[src/hw/rtl/tdmc_pkg.sv]
// Shared types and constants of the two-level direct-mapped cache core.
`default_nettype none
package tdmc_pkg;

	// configuration registers
	localparam int NUM_REGS = 6;
	localparam int CFG_W    = 10;
	localparam int IDX_W    = 3;

	// register indexes, also used as cost selectors
	localparam logic [IDX_W-1:0] REG_L1_RD  = 3'd0;
	localparam logic [IDX_W-1:0] REG_L1_WR  = 3'd1;
	localparam logic [IDX_W-1:0] REG_L2_RD  = 3'd2;
	localparam logic [IDX_W-1:0] REG_L2_WR  = 3'd3;
	localparam logic [IDX_W-1:0] REG_MEM_RD = 3'd4;
	localparam logic [IDX_W-1:0] REG_MEM_WR = 3'd5;

	// reset values of the cost registers
	localparam logic [CFG_W-1:0] RST_L1_RD  = 10'd1;
	localparam logic [CFG_W-1:0] RST_L1_WR  = 10'd1;
	localparam logic [CFG_W-1:0] RST_L2_RD  = 10'd10;
	localparam logic [CFG_W-1:0] RST_L2_WR  = 10'd10;
	localparam logic [CFG_W-1:0] RST_MEM_RD = 10'd100;
	localparam logic [CFG_W-1:0] RST_MEM_WR = 10'd100;

	// result widths
	localparam int SPENT_W = 14;
	localparam int ACC_W   = 13;
	localparam int TOT_W   = 32;
	localparam int WORD_W  = 32;

	// line transfer kinds
	typedef logic [1:0] xfer_t;
	localparam xfer_t XF_L2_TO_MEM = 2'd0;
	localparam xfer_t XF_MEM_TO_L2 = 2'd1;
	localparam xfer_t XF_L1_TO_L2  = 2'd2;
	localparam xfer_t XF_L2_TO_L1  = 2'd3;

	// request to the cost accumulator
	typedef struct packed {
		logic             clr;
		logic             add;
		logic             commit;
		logic [IDX_W-1:0] sel;
	} acc_op_t;

endpackage
`default_nettype wire

[src/hw/rtl/tdmc_acc.sv]
// Cost registers and the shared adder that sums access and elapsed cycles.
`default_nettype none
module tdmc_acc (
	input  wire                          clk,
	input  wire                          arst_n,
	input  wire                          cfg_we,
	input  wire [tdmc_pkg::IDX_W-1:0]    cfg_index,
	input  wire [tdmc_pkg::CFG_W-1:0]    cfg_wdata,
	input  tdmc_pkg::acc_op_t            op,
	output logic [tdmc_pkg::SPENT_W-1:0] spent,
	output logic [tdmc_pkg::TOT_W-1:0]   elapsed
);
	import tdmc_pkg::*;

	logic [CFG_W-1:0] cfg_q [NUM_REGS];
	logic [CFG_W-1:0] cost;
	logic [TOT_W-1:0] opa, opb, sum;

	// register writes, out-of-range indexes dropped
	always_ff @(posedge clk or negedge arst_n) begin
		if (!arst_n) begin
			cfg_q[REG_L1_RD]  <= RST_L1_RD;
			cfg_q[REG_L1_WR]  <= RST_L1_WR;
			cfg_q[REG_L2_RD]  <= RST_L2_RD;
			cfg_q[REG_L2_WR]  <= RST_L2_WR;
			cfg_q[REG_MEM_RD] <= RST_MEM_RD;
			cfg_q[REG_MEM_WR] <= RST_MEM_WR;
		end else if (cfg_we && ({29'd0, cfg_index} < NUM_REGS)) begin
			cfg_q[cfg_index] <= cfg_wdata;
		end
	end

	// cost selection
	always_comb begin
		unique case (op.sel)
			REG_L1_RD:  cost = cfg_q[REG_L1_RD];
			REG_L1_WR:  cost = cfg_q[REG_L1_WR];
			REG_L2_RD:  cost = cfg_q[REG_L2_RD];
			REG_L2_WR:  cost = cfg_q[REG_L2_WR];
			REG_MEM_RD: cost = cfg_q[REG_MEM_RD];
			REG_MEM_WR: cost = cfg_q[REG_MEM_WR];
			default:    cost = '0;
		endcase
	end

	// one adder: access sum, or elapsed plus access sum on commit
	assign opa = op.commit ? elapsed : {{(TOT_W-SPENT_W){1'b0}}, spent};
	assign opb = op.commit ? {{(TOT_W-SPENT_W){1'b0}}, spent}
	                       : {{(TOT_W-CFG_W){1'b0}}, cost};
	assign sum = opa + opb;

	always_ff @(posedge clk or negedge arst_n) begin
		if (!arst_n) begin
			spent   <= '0;
			elapsed <= '0;
		end else if (op.clr) begin
			spent <= '0;
		end else if (op.commit) begin
			elapsed <= sum;
		end else if (op.add) begin
			spent <= sum[SPENT_W-1:0];
		end
	end
endmodule
`default_nettype wire

[config.mk]
export PLATFORM = sky130hd
export DESIGN_NAME = tdmc_acc
export DESIGN_NICKNAME = d
export VERILOG_FILES = /design/src/hw/rtl/tdmc_pkg.sv /design/src/hw/rtl/tdmc_acc.sv
export SDC_FILE = /design/constraint.sdc
export NUM_CORES = 1
export LEC_CHECK = 0
export ABC_AREA = 1
export BUFFER_PORTS_ARGS = -buffer_cell sky130_fd_sc_hd__buf_2
export CAP_MARGIN = 20
export CORE_MARGIN = 2
export CORE_UTILIZATION = 50
export CTS_BUF_LIST = sky130_fd_sc_hd__clkbuf_2
export DETAILED_ROUTE_END_ITERATION = 8
export HOLD_SLACK_MARGIN = 0.05
export PLACE_DENSITY = 0.7
export SYNTH_ARGS = -nofsm -noshare
export SYNTH_HDL_FRONTEND = slang
export SYNTH_SLANG_ARGS = --single-unit
[constraint.sdc]
create_clock -name clk -period 2.55 [get_ports clk]
set_clock_uncertainty 0.15 [all_clocks]
set_input_delay 0.51 -clock clk [delete_from_list [all_inputs] [get_ports clk]]
set_output_delay 0.51 -clock clk [all_outputs]
set_load 0.02 [all_outputs]
==> impl_metrics.json <==
{
  "synthesis.instances": 877,
  "timing.final.crit_share_pct": 99.9,
  "die-height_um": 116,
  "synth.yosys.seq_area_share_pct": 42.4,
  "hpwl_um": 12700,
  "clkSinkCount": 106,
  "clock_tree.buffer_depth": 2,
  "crit-reg2reg-launch": "cfg_q[3]",
  "achievable-frequency_ghz": 0.393,
  "outcome": "completed",
  "required_time_worst_endpoint_ns": 2.99,
  "antenna-diode-count": 0,
  "ff2ff_path_depth": 14,
  "routed_wirelength_um": 18000,
  "total_power_w": 0.00427,
  "detail_route.iter0.violations": 371,
  "timing.hold.worst_path_depth": 6,
  "reg2reg_to": "spent[10]",
  "crit_path_end_kind": "flop",
  "gp_congestion": 0.943,
  "critical_path.most_common_cell": "nand2_4",
  "cpMaxStageDelayCell": "ha_2",
  "synth_cell_types": 38,
  "drive_above_1_share_pct": 34.3,
  "count_of_unresolved_drc_violations_after_routing": 0,
  "numPortBuffers": 67,
  "insertion_delay_ns": 0.65,
  "min_from": "op[5]",
  "ctsRootBufferMaster": "clkbuf_2",
  "die_w_um": 116,
  "powerDensity_mw_per_mm2": 516,
  "firstDrtPassIters": 5,
  "max_cap_viol_count": 0,
  "critical_path_class": "in -> reg",
  "synth-warning-count": 0,
  "power.ir.vdd_worst_mv": 0.554,
  "static-leakage-power_nw": 4.27,
  "synth_flop_cell": "dfrtp_1",
  "grt_pass1_wl_um": 28000,
  "setup_violations": 0,
  "io_pins": 68,
  "vias_in_the_first_global_route": 5689,
  "syn_area_mm2": 0.00629,
  "maxSlewHeadroom_pct": 54.6,
  "report.final.slew_viol_count": 0,
  "postSynthRegisterBits": 106,
  "hold-path-endpoint": "elapsed[28]",
  "drt-vias-per-instance": 5.22,
  "final_period_minus_worst_setup_slack_ns": 2.55,
  "critical_path.startpoint_type": "primary input",
  "num_rows": 40,
  "grt_setup_unrepaired": "yes",
  "grt_total_usage_pct": 27.0,
  "synth_area_per_inst_um2": 7.17,
  "clkTransAtPathRegs_ns": 0.29,
  "syn-num-nets": 914,
  "synth-edff-count": 0,
  "r2r_slack_ns": 0.01,
  "cts_tree": "built",
  "setup_total_negative_slack_ns": 0,
  "post-route-util_pct": 68.1,
  "critical_path.max_fanout": 10,
  "postRouteAntennaNets": 0,
  "routed_length_per_instance_um": 15.1,
  "asr_flop_ratio_synth_pct": 100,
  "grt_start_max_net_pins": 53,
  "timing.critical_path.slowest_cell_delay_ns": 0.37,
  "worst_ep_arrival_time_ns": 2.99,
  "final.fill_count": 1051,
  "grt_antenna_before_repair": 0,
  "num_vias": 6193,
  "die_area_mm2": 0.0135,
  "hold_viol": 0,
  "floorplan.core_area_mm2": 0.0122,
  "syn2layout_area_growth_pct": 31.6,
  "cts-buffers-inserted": 9,
  "critical_path.cell_chain": "buf_2, buf_12, nor3_4, buf_4, nand2_1, nand2_1, nor4_2, a21oi_1, ha_2, nand2_4, inv_4, a21oi_4, buf_6, nor2_4, nor2_4, nand2_4, nand2_4, xnor2_2",
  "start_util_pct": 51.7,
  "cts_htree_levels": 3,
  "tightest_slew_ns": 0.680,
  "grt-ovfl-total": 0,
  "type_of_the_most_critical_hold_path": "in -> reg",
  "design.final.nets": 1050
}
## cell usage after synthesis (5+ instances only)
library cell | n | share of area [%]
nor2_2 | 6 | 0.60
dfstp_2 | 12 | 5.0
nor3_1 | 6 | 0.48
o21ai_0 | 101 | 8.0
nand2_1 | 300 | 18
dfrtp_1 | 94 | 37
o2111ai_1 | 6 | 0.84
nor2_1 | 40 | 2.4
clkbuf_1 | 23 | 1.4
a21oi_1 | 8 | 0.64
ha_1 | 14 | 2.8
nand3_2 | 5 | 0.80
xnor2_1 | 7 | 0.97
nand3_1 | 70 | 5.6
o22ai_1 | 10 | 0.99
inv_1 | 128 | 7.6
nand4_1 | 8 | 0.80
## registers in the layout, summed over array words and instances, names as in the netlist
register,count
elapsed,32
spent,14
cfg_q,60
## what timing repair did
action / 4_1_cts / 5_1_grt
buffers inserted: 8 / 11
hold endpoints to repair: 133 / 0
hold buffers: 11 / 0
endpoints found under the setup margin: 36 / 40
pin swaps: 20 / 88
resized for setup: 26 / 156
## area by class of cell
cell class	count	area, um^2	share of cell area, %
sequential	106	2670	32.2
clock buffer	10	50.0	0.604
timing repair buffer	153	1090	13.2
inverter	132	498	6.01
multi-input combinational	611	3710	44.8
clock inverter	6	48.8	0.589
tap	168	210	2.54
## power by group
part,switching [W],internal (W),leakage [nW]
sequential,0.000162,0.00196,1.28
combinational,0.000807,0.000586,2.92
clock,0.000614,0.000147,0.0625
## cell usage in the layout, fill, tap and decap left out, drive strengths merged, types with 10 or more instances in the layout
cell	count
dfrtp	94
clkbuf	10
buf	142
nor2	47
o22ai	10
nand2	303
nand3	76
o21ai	101
dlygate4sd3	11
ha	14
inv	135
dfstp	12
## logic make-up after synthesis
kind of cell / share of synthesized area, %
and+or+nand+nor: 32.6
buffers and inverters: 10.0
AOI/OAI and AO/OA: 10.6
DFF: 42.4
adders and majority gates: 3.10
xor gates and xnor gates: 1.25
## how the worst max path moves through the flow
stage / startpoint / end / slack [ns] / cells past startpoint
2_1_floorplan: op[2] / elapsed[22] / -0.24 / 18
3_3_place_gp: op[2] / elapsed[23] / -0.80 / 16
3_5_place_dp: op[0] / elapsed[23] / -0.83 / 16
4_1_cts: cfg_q[40] / elapsed[16] / -0.02 / 18
5_1_grt: cfg_q[9] / elapsed[27] / -0.14 / 15
6_report: op[1] / elapsed[14] / 0.004 / 18
## stage by stage
step | worst slack [ns] | hold slack (ns) | cells | cell area (um^2)
final | 0.00374 | 0.127 | 1186 | 8280
after global routing | -0.140 | 0.0875 | 1186 | 8280
after CTS | -0.0213 | 0.0864 | 1177 | 7670
after detailed placement | -0.825 | 0.323 | 1144 | 7320
after global placement | -0.801 | 0.316 | 1144 | 7320
after floorplan | -0.239 | 0.0644 | 877 | 6460
## worst max-delay path: cells and delay by family
family	cells	cell delay, ns
xor gates and xnor gates	1	0.11
adders and majority gates	1	0.37
AOI/OAI and AO/OA	2	0.37
buffers and inverters	5	0.64
and+or+nand+nor	9	0.98
## per-layer routing
| metal | wire length (um) | global-route usage (%) | up-vias | part of all wire [%] |
|---|---|---|---|---|
| li1 | - | - | 3057 | - |
| met1 | 7960 | 35.5 | 2976 | 44 |
| met2 | 9020 | 46.1 | 136 | 50 |
| met3 | 681 | 5.09 | 24 | 3.8 |
| met4 | 291 | 7.22 | 0 | 1.6 |
| met5 | 0 | 0 | - | 0 |
Note: power is estimated with default switching activity, not from simulation.
